File: config.mk
export PLATFORM = sky130hd
export DESIGN_NAME = pbba_queue
export DESIGN_NICKNAME = d
export VERILOG_FILES = /design/src/rtl/pbba_pkg.sv /design/src/rtl/pbba_queue.sv
export SDC_FILE = /design/constraint.sdc
export NUM_CORES = 1
export LEC_CHECK = 0
export ABC_AREA = 1
export BUFFER_PORTS_ARGS = -buffer_cell sky130_fd_sc_hd__buf_2
export CAP_MARGIN = 20
export CORE_MARGIN = 4
export CORE_UTILIZATION = 56
export DETAILED_ROUTE_END_ITERATION = 7
export GPL_ROUTABILITY_DRIVEN = 0
export PLACE_DENSITY = 0.91
export SLEW_MARGIN = 20
export SYNTH_ARGS = -nofsm -noshare
export SYNTH_HDL_FRONTEND = slang
export SYNTH_SLANG_ARGS = --single-unit
File: constraint.sdc
create_clock -name i_clk -period 10.3 [get_ports i_clk]
set_input_delay 2.575 -clock i_clk [delete_from_list [all_inputs] [get_ports i_clk]]
set_output_delay 2.575 -clock i_clk [all_outputs]
set_load 0.01 [all_outputs]
File: src/rtl/pbba_pkg.sv
// Package: shared types and constants of the partitioned bump block allocator.
`timescale 1ns / 1ps
`default_nettype none
package pbba_pkg;

    localparam int unsigned CUR_W   = 25;
    localparam int unsigned BLK_W   = 21;
    localparam int unsigned HDR_W   = 16;
    localparam int unsigned CNT_W   = 32;
    localparam int unsigned OFF_W   = 48;
    localparam int unsigned HOST_W  = 4;
    localparam int unsigned OWN_W   = 3;
    localparam int unsigned ADDR_W  = 5;
    localparam int unsigned DATA_W  = 32;
    localparam int unsigned Q_DEPTH = 2;

    localparam logic [2:0] REG_POOL_EN  = 3'd0;
    localparam logic [2:0] REG_OWN_HOST = 3'd1;
    localparam logic [2:0] REG_HOST_CNT = 3'd2;
    localparam logic [2:0] REG_BLK_SIZE = 3'd3;
    localparam logic [2:0] REG_SEG_BLKS = 3'd4;
    localparam logic [2:0] REG_PRIV_CNT = 3'd5;
    localparam logic [2:0] REG_PEER_RES = 3'd6;
    localparam logic [2:0] REG_HDR_SIZE = 3'd7;

    localparam logic ACT_LOCAL = 1'b0;
    localparam logic ACT_PEER  = 1'b1;

    typedef struct packed {
        logic              action;
        logic [HOST_W-1:0] owner_id;
    } t_cmd;

    typedef struct packed {
        logic [OFF_W-1:0] block_offset;
        logic             failed;
        logic [CNT_W-1:0] exhaust_count;
    } t_result;

    typedef struct packed {
        logic              pool_enabled;
        logic [OWN_W-1:0]  own_host;
        logic [HOST_W-1:0] host_count;
        logic [BLK_W-1:0]  block_bytes;
        logic [CUR_W-1:0]  blocks_per_segment;
        logic [CUR_W-1:0]  private_block_count;
        logic [CUR_W-1:0]  reserved_per_peer;
        logic [HDR_W-1:0]  header_bytes;
    } t_cfg;

    // Classified request handed from front to back end
    typedef struct packed {
        logic              ok;
        logic              peer;
        logic [HOST_W-1:0] host;
        logic [OWN_W-1:0]  rank;
        logic [CUR_W-1:0]  idx;
        logic [CNT_W-1:0]  count;
    } t_job;

endpackage
`default_nettype wire

File: src/rtl/pbba_queue.sv
// Short job queue between the front and back ends.
`timescale 1ns / 1ps
`default_nettype none
module pbba_queue
    import pbba_pkg::*;
(
    input  wire logic i_clk,
    input  wire logic i_rst_n,
    input  wire logic i_push,
    input  wire t_job i_job,
    input  wire logic i_pop,
    output logic      o_full,
    output logic      o_valid,
    output t_job      o_job
);

    localparam int unsigned PW = $clog2(Q_DEPTH);

    t_job                r_mem [Q_DEPTH];
    logic [PW-1:0]       r_wp;
    logic [PW-1:0]       r_rp;
    logic [$clog2(Q_DEPTH+1)-1:0] r_cnt;
    logic                w_pop;

    assign o_valid = (r_cnt != '0);
    assign o_full  = (r_cnt == ($clog2(Q_DEPTH+1))'(Q_DEPTH));
    assign w_pop   = i_pop & o_valid;
    assign o_job   = r_mem[r_rp];

    always_ff @(posedge i_clk) begin
        if (i_push) begin
            r_mem[r_wp] <= i_job;
        end
    end

    always_ff @(posedge i_clk) begin
        if (!i_rst_n) begin
            r_wp  <= '0;
            r_rp  <= '0;
            r_cnt <= '0;
        end else begin
            if (i_push) begin
                r_wp <= (r_wp == PW'(Q_DEPTH - 1)) ? '0 : r_wp + PW'(1);
            end
            if (w_pop) begin
                r_rp <= (r_rp == PW'(Q_DEPTH - 1)) ? '0 : r_rp + PW'(1);
            end
            if (i_push && !w_pop) begin
                r_cnt <= r_cnt + 1'b1;
            end else if (!i_push && w_pop) begin
                r_cnt <= r_cnt - 1'b1;
            end
        end
    end

endmodule
`default_nettype wire

==> metrics.md <==
| Metric | Value |
|---|---|
| Slowest-stage cell, CP | dfxtp_4 |
| Cts repair resizes | 0 |
| Slew HR | 27.6% |
| R2R Path Start | r_wp$_SDFFE_PN0P_ |
| HP Class | reg2reg |
| Slew @ Worst Pin | 1090 ps |
| Sequential cell area | 4070 um^2 |
| Clk buf depth | 2 |
| Worst-skew pair later-pin latency | 490 ps |
| Syn_nets | 312 |
| Syn_area_per_cell | 21.4 um^2 |
| Pwr Density | 222 nW/um^2 |
| DR DRC count | 0 |
| WP buf/inv | 1 |
| Max Fclk | 211 MHz |
| DRT antenna net count | 0 |
| Worst path cell trace | mux2_2, buf_2 |
| Tot Pwr | 1.46 mW |
| Startpoint types | register |
| N_diodes | 0 |
| Top cell type by total area after synthesis | edfxtp_1 |
| Post-CTS Repair Setup Buffers | 0 |
| Final WS setup | 5560 ps |
| H-tree depth | 4 |
| Die Width | 104 um |
| Skew final | 8.80 ps |
| Peak supply drop | 0.000141 V |
| Crit path largest cell delay | 1070 ps |
| Starting Density | 58.3% |
| Via count | 2648 |
| Count of state elements after synthesis | 137 |
| Setup WS pre-CTS | 5860 ps |
| Hold path cells | 2 |
| IO Pins | 138 |
| Synth unique cells | 15 |
| Cts hold-fix bufs | 0 |
| Yosys top cell area share | 76.8% |
| Wirelength per Cell | 18.5 um |
| Slew Viols, Final | 0 |
| Row count | 34 |
| Period minus WS final | 4740 ps |
| CTS tree | built |
| Die Area | 10800 um^2 |
| Die Ht | 104 um |
| RSZ-0062 raised after global routing | no |
| Maxcap violations | 0 |
| Core area | 8850 um^2 |
| Synth warnings | 0 |
| Post-Syn Area | 5160 um^2 |
| Post-DP HPWL | 6290 um |
| WS Path Type | reg2out |
| Synth-to-layout area growth | 27.1% |
| Fill count | 555 |
| Drt first-iter violations | 134 |
| Crit-path max FO | 66 |
| Clk slew on worst S/H paths | 50 ps |
| Status | completed |
| Largest net degree at the start of global routing | 67 |
| GRT Total Usage | 18.1% |
| Synth area leaders | edfxtp_1, mux2_4, mux2_2 |
| Multi-input logic area | 1010 um^2 |
| Post-route setup TNS | 0 ps |
| Min-Delay Startpoint | r_rp$_SDFFE_PN0P_ |
| Final wirelength | 9470 um |
| Worst r2r path cells | 2 |
| Num CTS Buffers | 17 |
| Layout cells sized above 1 | 58.4% |
| Post-synthesis sequential area ratio | 78.8% |
| End point of the worst hold path | r_rp$_SDFFE_PN0P_ |
| Nets | 463 |
| Final setup vio count | 0 |
| Drt first pass iters | 4 |
| Leakage | 2.61 nW |
| Cells after Synth | 241 |
| First-pass GRT wire length | 14800 um |
| Clk root buf | clkbuf_8 |
| CP arrival | 2170 ps |
| Final Cycle Share | 46.1% |
| Fin. Hold Viols | 0 |
| Port Buf Inserts | 137 |
| Delay-heaviest family, CP | flip-flops |
| Aggregate global routing overflow | 0 |
| R2R setup slack | 8300 ps |
| Vias in the first global route | 2822 |
| WP data required | 7730 ps |
| Util after Layout | 74.1% |
| Critical Path Sink Type | output pin |
| RR Endpoint | r_mem[0][6]$_DFFE_PP_ |
| Clock sink count | 137 |
| DR vias/cell | 5.17 |
| Initial antenna violation count | 2 |
[worst reg2reg max path: cells and delay by family (launching register included)]
kind	cells	cell delay [ps]
buffers and inverters	1	530
flip-flops	1	340
AND/OR/NAND/NOR	1	760
[cell type report]
| class | count | area share [%] |
|---|---|---|
| Clock inverter | 13 | 3.07 |
| Sequential cell | 137 | 62.0 |
| Timing Repair Buffer | 139 | 10.7 |
| Inverter | 8 | 0.458 |
| Multi-Input combinational cell | 89 | 15.3 |
| Tap cell | 108 | 2.06 |
| Clock buffer | 18 | 6.37 |
[cell families after synthesis]
logic type | synth area share [%]
and+or+nand+nor | 1.46
adders and majority gates | 0.243
DFF | 78.8
buffers and inverters | 1.87
muxes | 17.3
AOI/OAI and AO/OA | 0.339
[where the power goes]
part           total (mW)  internal [mW]  switching (mW)
combinational       0.158         0.0874          0.0705
clock               0.627          0.415           0.212
sequential          0.674          0.647          0.0271
total                1.46           1.15           0.310
[worst max-delay path by stage]
stage / depth (start not counted) / startpoint / end
3_3_place_gp: 4 / i_push / r_mem[0][11]$_DFFE_PP_
2_1_floorplan: 2 / i_push / r_mem[0][0]$_DFFE_PP_
3_5_place_dp: 4 / i_push / r_mem[0][11]$_DFFE_PP_
6_report: 2 / register / o_job[51]
4_1_cts: 2 / register / o_job[51]
5_1_grt: 2 / register / o_job[51]
[through the flow]
step | hold WS [ps] | cell area (um^2) | instances
global route | 580 | 6560 | 512
global placement | 479 | 5940 | 481
detailed placement | 498 | 5940 | 481
floorplan | 467 | 5160 | 241
CTS | 525 | 6560 | 512
finish | 529 | 6560 | 512
[per-layer routing]
layer	global-route usage, %	vias to the layer above	wire length, um
met5	0	-	21
met4	6.27	4	97
met3	7.26	12	704
met2	30.5	113	4980
met1	21.0	1284	3670
li1	-	1235	-
[cells in the mapped netlist, drive strengths merged]
| cell type | number |
|---|---|
| ha | 1 |
| nand2 | 9 |
| edfxtp | 132 |
| o21ai | 1 |
| nand3 | 1 |
| mux2 | 66 |
| a21oi | 1 |
| dfxtp | 5 |
| buf | 7 |
| nand4 | 1 |
| nor2 | 8 |
| inv | 8 |
| o21a | 1 |
[cell usage in the layout, fill, tap and decap left out]
cell type	count
clkinvlp_4	1
mux2_2	26
inv_2	1
nand4_1	1
o21a_1	1
mux2_4	40
nand2_1	9
nor2_4	1
nor2_1	7
clkinv_1	2
clkinv_2	2
dfxtp_1	4
buf_4	2
clkbuf_1	1
clkbuf_8	1
nand3_1	1
clkinv_4	2
bufinv_16	5
a21oi_1	1
inv_1	7
clkbuf_16	16
ha_1	1
dfxtp_4	1
inv_6	1
buf_2	137
edfxtp_1	132
o21ai_0	1
[registers in the layout, indices dropped and copies added (netlist names), named ones only]
signal / flops
r_wp: 1
r_cnt: 2
r_mem: 132
r_rp: 1
Note: power is estimated with default switching activity, not from simulation.
