--- src/rtl/pbba_pkg.sv ---
// Package: shared types and constants of the partitioned bump block allocator.
`timescale 1ns / 1ps
`default_nettype none
package pbba_pkg;

    localparam int unsigned CUR_W   = 25;
    localparam int unsigned BLK_W   = 21;
    localparam int unsigned HDR_W   = 16;
    localparam int unsigned CNT_W   = 32;
    localparam int unsigned OFF_W   = 48;
    localparam int unsigned HOST_W  = 4;
    localparam int unsigned OWN_W   = 3;
    localparam int unsigned ADDR_W  = 5;
    localparam int unsigned DATA_W  = 32;
    localparam int unsigned Q_DEPTH = 2;

    localparam logic [2:0] REG_POOL_EN  = 3'd0;
    localparam logic [2:0] REG_OWN_HOST = 3'd1;
    localparam logic [2:0] REG_HOST_CNT = 3'd2;
    localparam logic [2:0] REG_BLK_SIZE = 3'd3;
    localparam logic [2:0] REG_SEG_BLKS = 3'd4;
    localparam logic [2:0] REG_PRIV_CNT = 3'd5;
    localparam logic [2:0] REG_PEER_RES = 3'd6;
    localparam logic [2:0] REG_HDR_SIZE = 3'd7;

    localparam logic ACT_LOCAL = 1'b0;
    localparam logic ACT_PEER  = 1'b1;

    typedef struct packed {
        logic              action;
        logic [HOST_W-1:0] owner_id;
    } t_cmd;

    typedef struct packed {
        logic [OFF_W-1:0] block_offset;
        logic             failed;
        logic [CNT_W-1:0] exhaust_count;
    } t_result;

    typedef struct packed {
        logic              pool_enabled;
        logic [OWN_W-1:0]  own_host;
        logic [HOST_W-1:0] host_count;
        logic [BLK_W-1:0]  block_bytes;
        logic [CUR_W-1:0]  blocks_per_segment;
        logic [CUR_W-1:0]  private_block_count;
        logic [CUR_W-1:0]  reserved_per_peer;
        logic [HDR_W-1:0]  header_bytes;
    } t_cfg;

    // Classified request handed from front to back end
    typedef struct packed {
        logic              ok;
        logic              peer;
        logic [HOST_W-1:0] host;
        logic [OWN_W-1:0]  rank;
        logic [CUR_W-1:0]  idx;
        logic [CNT_W-1:0]  count;
    } t_job;

endpackage
`default_nettype wire

--- src/rtl/pbba_cfg_regs.sv ---
// Configuration register bank behind the APB-style port.
`timescale 1ns / 1ps
`default_nettype none
module pbba_cfg_regs
    import pbba_pkg::*;
(
    input  wire logic              i_clk,
    input  wire logic              i_rst_n,
    input  wire logic              psel,
    input  wire logic              penable,
    input  wire logic              pwrite,
    input  wire logic [ADDR_W-1:0] paddr,
    input  wire logic [DATA_W-1:0] pwdata,
    output logic      [DATA_W-1:0] prdata,
    output logic                   pready,
    output t_cfg                   o_cfg
);

    t_cfg       r_cfg;
    logic [2:0] w_idx;
    logic       w_wr;

    assign pready = 1'b1;
    assign w_idx  = paddr[ADDR_W-1:2];
    assign w_wr   = psel & penable & pwrite & pready;
    assign o_cfg  = r_cfg;

    always_ff @(posedge i_clk) begin
        if (!i_rst_n) begin
            r_cfg.pool_enabled        <= 1'b0;
            r_cfg.own_host            <= '0;
            r_cfg.host_count          <= HOST_W'(1);
            r_cfg.block_bytes         <= BLK_W'(64);
            r_cfg.blocks_per_segment  <= CUR_W'(1);
            r_cfg.private_block_count <= '0;
            r_cfg.reserved_per_peer   <= '0;
            r_cfg.header_bytes        <= HDR_W'(64);
        end else if (w_wr) begin
            unique case (w_idx)
                REG_POOL_EN:  r_cfg.pool_enabled        <= pwdata[0];
                REG_OWN_HOST: r_cfg.own_host            <= pwdata[OWN_W-1:0];
                REG_HOST_CNT: r_cfg.host_count          <= pwdata[HOST_W-1:0];
                REG_BLK_SIZE: r_cfg.block_bytes         <= pwdata[BLK_W-1:0];
                REG_SEG_BLKS: r_cfg.blocks_per_segment  <= pwdata[CUR_W-1:0];
                REG_PRIV_CNT: r_cfg.private_block_count <= pwdata[CUR_W-1:0];
                REG_PEER_RES: r_cfg.reserved_per_peer   <= pwdata[CUR_W-1:0];
                REG_HDR_SIZE: r_cfg.header_bytes        <= pwdata[HDR_W-1:0];
            endcase
        end
    end

    always_comb begin
        unique case (w_idx)
            REG_POOL_EN:  prdata = DATA_W'(r_cfg.pool_enabled);
            REG_OWN_HOST: prdata = DATA_W'(r_cfg.own_host);
            REG_HOST_CNT: prdata = DATA_W'(r_cfg.host_count);
            REG_BLK_SIZE: prdata = DATA_W'(r_cfg.block_bytes);
            REG_SEG_BLKS: prdata = DATA_W'(r_cfg.blocks_per_segment);
            REG_PRIV_CNT: prdata = DATA_W'(r_cfg.private_block_count);
            REG_PEER_RES: prdata = DATA_W'(r_cfg.reserved_per_peer);
            REG_HDR_SIZE: prdata = DATA_W'(r_cfg.header_bytes);
        endcase
    end

endmodule
`default_nettype wire

--- config.mk ---
export PLATFORM = sky130hd
export DESIGN_NAME = pbba_cfg_regs
export DESIGN_NICKNAME = d
export VERILOG_FILES = /design/src/rtl/pbba_pkg.sv /design/src/rtl/pbba_cfg_regs.sv
export SDC_FILE = /design/constraint.sdc
export NUM_CORES = 1
export LEC_CHECK = 0
export BUFFER_PORTS_ARGS = -buffer_cell sky130_fd_sc_hd__buf_2
export CAP_MARGIN = 20
export CORE_MARGIN = 3
export CORE_UTILIZATION = 54
export DETAILED_ROUTE_END_ITERATION = 10
export GPL_ROUTABILITY_DRIVEN = 1
export PLACE_DENSITY_LB_ADDON = 0.12
export SLEW_MARGIN = 25
export SYNTH_ARGS = -nofsm -noshare
export SYNTH_HDL_FRONTEND = slang
export SYNTH_SLANG_ARGS = --single-unit
--- constraint.sdc ---
create_clock -name i_clk -period 2.5 [get_ports i_clk]
set_clock_uncertainty 0.1 [all_clocks]
set_input_delay 0.25 -clock i_clk [delete_from_list [all_inputs] [get_ports i_clk]]
set_output_delay 0.25 -clock i_clk [all_outputs]
set_load 0.01 [all_outputs]
==> results of run 1 <==
[power by group]
group | internal [mW] | switching (mW) | total (mW)
registers | 1.93 | 0.0110 | 1.94
clock network | 1.53 | 0.854 | 2.39
logic | 0.126 | 0.197 | 0.323
total | 3.59 | 1.06 | 4.65
[cells in the mapped netlist (3+ instances only)]
master | count | area (µm²)
o2bb2ai_1 | 4 | 35.0
buf_6 | 7 | 78.8
nand2_1 | 168 | 631
o211ai_1 | 5 | 37.5
buf_4 | 13 | 97.6
a31oi_1 | 11 | 68.8
clkbuf_1 | 19 | 71.3
nor2b_1 | 10 | 62.6
and2_1 | 4 | 25.0
dfxtp_1 | 120 | 2400
buf_2 | 12 | 60.1
nand3_1 | 5 | 25.0
mux2i_1 | 130 | 1300
mux4_2 | 5 | 113
a21oi_1 | 12 | 60.1
mux2_2 | 26 | 293
nor2_8 | 3 | 60.1
[stage by stage]
| step | power, mW | setup slack [ps] | area (µm²) | utilization |
|---|---|---|---|---|
| 6_report | 4.65 | 449 | 7310 | 0.738 |
| 5_1_grt | 4.80 | 351 | 7310 | 0.738 |
| 4_1_cts | 4.68 | 433 | 7310 | 0.738 |
| 3_5_place_dp | 2.28 | 445 | 6570 | 0.663 |
| 3_3_place_gp | 2.27 | 446 | 6570 | 0.663 |
| 2_1_floorplan | 2.18 | 876 | 5610 | - |
[cell type report]
cell class              instances  area, µm²
well taps                     133        166
fillers                       752       2600
clock inverters                13        154
multi-input cells             409       2900
inverters                       1       3.75
clock buffers                  19        432
repair buffers                210       1250
flip-flops and latches        120       2400
[worst min-delay path by stage]
stage               slack (ps)       start  depth (start not counted)         end
detailed placement         360   o_cfg[26]                          2   o_cfg[26]
CTS                        0.8  pwdata[14]                          3   o_cfg[14]
global placement           350   o_cfg[27]                          2   o_cfg[27]
global route                 8   pwdata[9]                          3   o_cfg[75]
floorplan                  320   pwdata[0]                          2  o_cfg[112]
finish                      10  pwdata[14]                          3   o_cfg[30]
[per-layer routing]
layer | track usage | vias to the layer above | wire (µm)
li1 | - | 2324 | -
met1 | 0.340 | 2324 | 6610
met2 | 0.446 | 172 | 7480
met3 | 0.0582 | 17 | 913
met4 | 0.0812 | 0 | 187
met5 | 0 | - | 0
[critical path: cells and delay by family (launching register included)]
| family | cells | cell delay, ps |
|---|---|---|
| buf+inv | 1 | 140 |
| mux | 2 | 730 |
| flops | 1 | 320 |
[timing repair]
action | 4_1_cts | 5_1_grt
endpoints found under the hold margin | 53 | 0
resized for setup | 0 | 0
hold buffers | 16 | 0
setup buffers | 0 | 0
endpoints found under the setup margin | 0 | 0
[logic make-up (layout without fill, tap and decap cells)]
family	Yosys count	after routing	share of synthesized area
compound gates	40	40	0.0472
mux	161	161	0.305
buf+inv	52	243	0.0558
other cells	2	8	0.00134
simple gates	200	200	0.160
flops	120	120	0.430
==> impl_metrics.env, run 1 <==
export IMPL_antenna_found_initial=0
export IMPL_diodes=0
export IMPL_critPathCaptureType="output port"
export IMPL_viasPerCell=5.34
export IMPL_path_cells="mux4_2 > mux2_2 > buf_2"
export IMPL_p_per_area_mw_per_mm2=636
export IMPL_fin_crit_sh=0.820
export IMPL_initial_utilization=0.564
export IMPL_drtPass1Iterations=4
export IMPL_startpoint="o_cfg[0]"
export IMPL_ys_types=34
export IMPL_insertion_delay_ps=520
export IMPL_drt_first_iter_violations=298
export IMPL_layout_common_cells="buf_2 (176), nand2_1 (168), mux2i_1 (130)"
export IMPL_dp_cells=857
export IMPL_core_mm2=0.00991
export IMPL_dieArea_mm2=0.0116
export IMPL_max_clock_path_buffers=2
export IMPL_grt_overflow_total=0
export IMPL_pin_count=195
export IMPL_syn_area_per_cell_um2=9.72
export IMPL_nNetsFinal=801
export IMPL_path_class="reg2out"
export IMPL_drive_above_1_share=0.342
export IMPL_setup_tns_ps=0
export IMPL_instances_no_fill=905
export IMPL_status="finished clean"
export IMPL_critPathMaxFanout=3
export IMPL_syn_inst=575
export IMPL_vias=4837
export IMPL_rsz0062_at_grt="false"
export IMPL_first_global_vias=4668
export IMPL_die_h_um=108
export IMPL_num_rows=36
export IMPL_track_usage=0.265
export IMPL_maxSlewHeadroom=0.605
export IMPL_vdd_drop_max_uv=374
export IMPL_cts_root_buffer="clkbuf_8"
export IMPL_drc_errors=0
export IMPL_fin_crit_ps=2050
export IMPL_finalSetupViolations=0
export IMPL_hold_viol_final=0
export IMPL_cp_data_required_time_ps=2150
export IMPL_worst_pin_slew_ps=592
export IMPL_drv_cap=0
export IMPL_largest_register_ffs=120
export IMPL_synth_edf_count=0
export IMPL_hold_class="in2reg"
export IMPL_ys_async_sr_fraction=0
export IMPL_gp_congestion=0.815
export IMPL_r2r_end="o_cfg[34]"
export IMPL_numCtsBuffers=17
export IMPL_clock_sinks=120
export IMPL_whs_ps=13.1
export IMPL_cts_clk_slew_worst_paths_ps=60
export IMPL_area_growth_pct=30.9
export IMPL_cp_endpoint="prdata[0]"
export IMPL_slew_violations=0
export IMPL_r2r_start="o_cfg[34]"
export IMPL_cts_tree="done"
export IMPL_wl_mm=15.2
export IMPL_fmax_mhz=488
export IMPL_synth_seq_cells=120
export IMPL_reg2reg_depth=2
export IMPL_r2r_slack_ps=1710
export IMPL_startpoint_type="flop"
export IMPL_cp_slowest_cell="mux4_2"
export IMPL_ant_nets=0
export IMPL_grt_pass1_wl_mm=24.2
export IMPL_ys_flop_type="dfxtp_1"
export IMPL_dp_hpwl_mm=10.2
export IMPL_cp_data_arrival_time_ps=1700
export IMPL_p_leak_nw=3.21
export IMPL_final_common_cell="buf_2"
export IMPL_syn_cell_area_mm2=0.00559
export IMPL_dieWidth_um=108
export IMPL_port_buffers=177
export IMPL_critPathMaxStageDelay_ps=460
export IMPL_seq_area_frac_synth=0.430
export IMPL_grt_max_degree=82
export IMPL_wire_per_inst_um=16.8
export IMPL_cts_htree_levels=4
export IMPL_synth_warnings=0
(Power assumes the default switching activity.)
==> run 2, diff against run 1 <==
- CORE_UTILIZATION: 54 -> 45
- clock period: 2.5 -> 1.7 ns (I/O delays scaled with it)
==> run 2 against run 1 <==
  * Largest cell class unchanged
  * Via count grew 0.21%
  * Die area grew 19%
  * Register-to-register slack lost 800 ps
  * Sequential power grew 47%
  * Critical endpoint unchanged
  * The run now ends with setup timing left
  * Critical path depth is the same
  * Flip-flop and latch count is the same
  * Core utilization shrank 11 points
  * Combinational power grew 59%
==> impl_metrics.env, run 2 (synthesis gave the netlist of run 1 again) <==
export IMPL_seqPwrFrac=0.422
export IMPL_path_class="reg2out"
export IMPL_setup_tns_ps=-219
export IMPL_hold_viol_final=0
export IMPL_vdd_drop_max_uv=577
export IMPL_p_switching_mw=1.65
export IMPL_pin_count=195
export IMPL_diodes=0
export IMPL_cp_data_arrival_time_ps=1560
export IMPL_largest_register_ffs=120
export IMPL_drive_above_1_share=0.408
export IMPL_hold_class="in2reg"
export IMPL_core_mm2=0.0121
export IMPL_ant_nets=0
export IMPL_initial_utilization=0.463
export IMPL_port_buffers=177
export IMPL_drt_first_iter_violations=287
export IMPL_drtPass1Iterations=5
export IMPL_fmax_mhz=547
export IMPL_fin_crit_sh=1.08
export IMPL_rsz0062_at_grt="true"
export IMPL_drc_errors=0
export IMPL_violations="setup timing"
export IMPL_critPathCaptureType="output port"
export IMPL_num_fill_cells=1034
export IMPL_die_h_um=117
export IMPL_numCtsBuffers=17
export IMPL_whs_ps=11.8
export IMPL_gp_congestion=0.813
export IMPL_p_leak_nw=3.36
export IMPL_finalSetupViolations=2
export IMPL_clock_sinks=120
export IMPL_layout_common_cells="buf_2 (174), nand2_1 (168), mux2i_1 (130)"
export IMPL_antenna_found_initial=0
export IMPL_cts_root_buffer="clkbuf_16"
export IMPL_preCtsSetupSlack_ps=53.9
export IMPL_cts_htree_levels=4
export IMPL_fin_crit_ps=1830
export IMPL_drv_cap=0
export IMPL_status="complete, but fails checks"
export IMPL_grt_max_degree=42
export IMPL_viasPerCell=5.04
export IMPL_nNetsFinal=823
export IMPL_area_growth_pct=36.1
export IMPL_insertion_delay_ps=390
export IMPL_swShare=0.245
export IMPL_dieWidth_um=117
export IMPL_cp_data_required_time_ps=1430
export IMPL_p_per_area_mw_per_mm2=888
export IMPL_cts_tree="done"
export IMPL_fin_area_mm2=0.00760
export IMPL_internal_power_mw=5.10
export IMPL_track_usage=0.228
export IMPL_wl_mm=15.9
export IMPL_wire_per_inst_um=16.5
export IMPL_startpoint_type="flop"
export IMPL_final_common_cell="buf_2"
export IMPL_max_clock_path_buffers=2
export IMPL_cts_clk_slew_worst_paths_ps=60
export IMPL_p_comb_frac=0.076
export IMPL_first_global_vias=4813
export IMPL_layout_setup_ws_ps=-128
export IMPL_grt_overflow_total=0
export IMPL_grt_pass1_wl_mm=25.6
export IMPL_slew_violations=0
export IMPL_critPathMaxFanout=2
export IMPL_num_rows=40
export IMPL_vias=4847
export IMPL_dpl_instance_area_mm2=0.00682
export IMPL_dieArea_mm2=0.0138
export IMPL_clockPowerShare=0.502
export IMPL_dp_hpwl_mm=11.2
## run 2: cell count changes in the layout (fill, tap and decap cells not counted), moves of 3 or more
cell | previous run | this run
dfxtp_2 | 0 | 18
nor2b_1 | 10 | 7
dlygate4sd3_1 | 16 | 6
buf_4 | 12 | 39
inv_6 | 0 | 3
buf_12 | 6 | 11
dfxtp_1 | 120 | 102
nor2b_2 | 0 | 3
## run 2: final timing paths
check | slack (ps) | start | depth (start not counted) | to
max | -130 | o_cfg[91] | 3 | prdata[0]
min | 10 | pwdata[16] | 3 | o_cfg[82]
max reg2reg | 910 | o_cfg[92] | 3 | o_cfg[92]
min reg2reg | 370 | o_cfg[67] | 2 | o_cfg[67]
## run 2: area by class of cell
type | instances | area, µm² | share of cell area
Clock buffer | 18 | 439 | 0.0577
Clock inverter | 14 | 125 | 0.0165
Tap cell | 168 | 210 | 0.0276
Multi-Input combinational cell | 409 | 2940 | 0.386
Timing Repair Buffer | 232 | 1460 | 0.192
Sequential cell | 120 | 2420 | 0.319
Inverter | 1 | 3.75 | 0.000494
## run 2: critical path, stage by stage, from the launching register on
cell and delay (ps):
dfxtp_2 320, mux4_2 450, mux2_4 280, buf_6 120
## run 2: per-layer routing
| metal | GRT usage | wire length (µm) | up-vias |
|---|---|---|---|
| li1 | - | - | 2376 |
| met1 | 0.297 | 7290 | 2331 |
| met2 | 0.379 | 7690 | 130 |
| met3 | 0.0545 | 783 | 10 |
| met4 | 0.0623 | 133 | 0 |
| met5 | 0 | 0 | - |
## run 2: through the flow
| stage | power, mW | util | instances |
|---|---|---|---|
| finish | 6.75 | 0.630 | 962 |
| global route | 6.97 | 0.630 | 962 |
| CTS | 6.80 | 0.625 | 959 |
| detailed placement | 3.40 | 0.565 | 911 |
| global placement | 3.39 | 0.565 | 911 |
| floorplan | 3.21 | - | 581 |
## run 2: power by group through the flow
stage,sequential [mW],clock (mW),combinational (mW)
floorplan,2.92,0,0.287
global placement,2.91,0,0.482
detailed placement,2.91,0,0.490
CTS,2.85,3.44,0.510
global route,2.85,3.56,0.557
finish,2.85,3.39,0.515
## run 2: timing repair
| item | 4_1_cts | 5_1_grt |
|---|---|---|
| endpoints found under the hold margin | 19 | 0 |
| gates resized for setup | 15 | 17 |
| endpoints found under the setup margin | 4 | 13 |
| pin swaps | 3 | 3 |
| setup buffers | 10 | 3 |
| hold buffers | 6 | 0 |
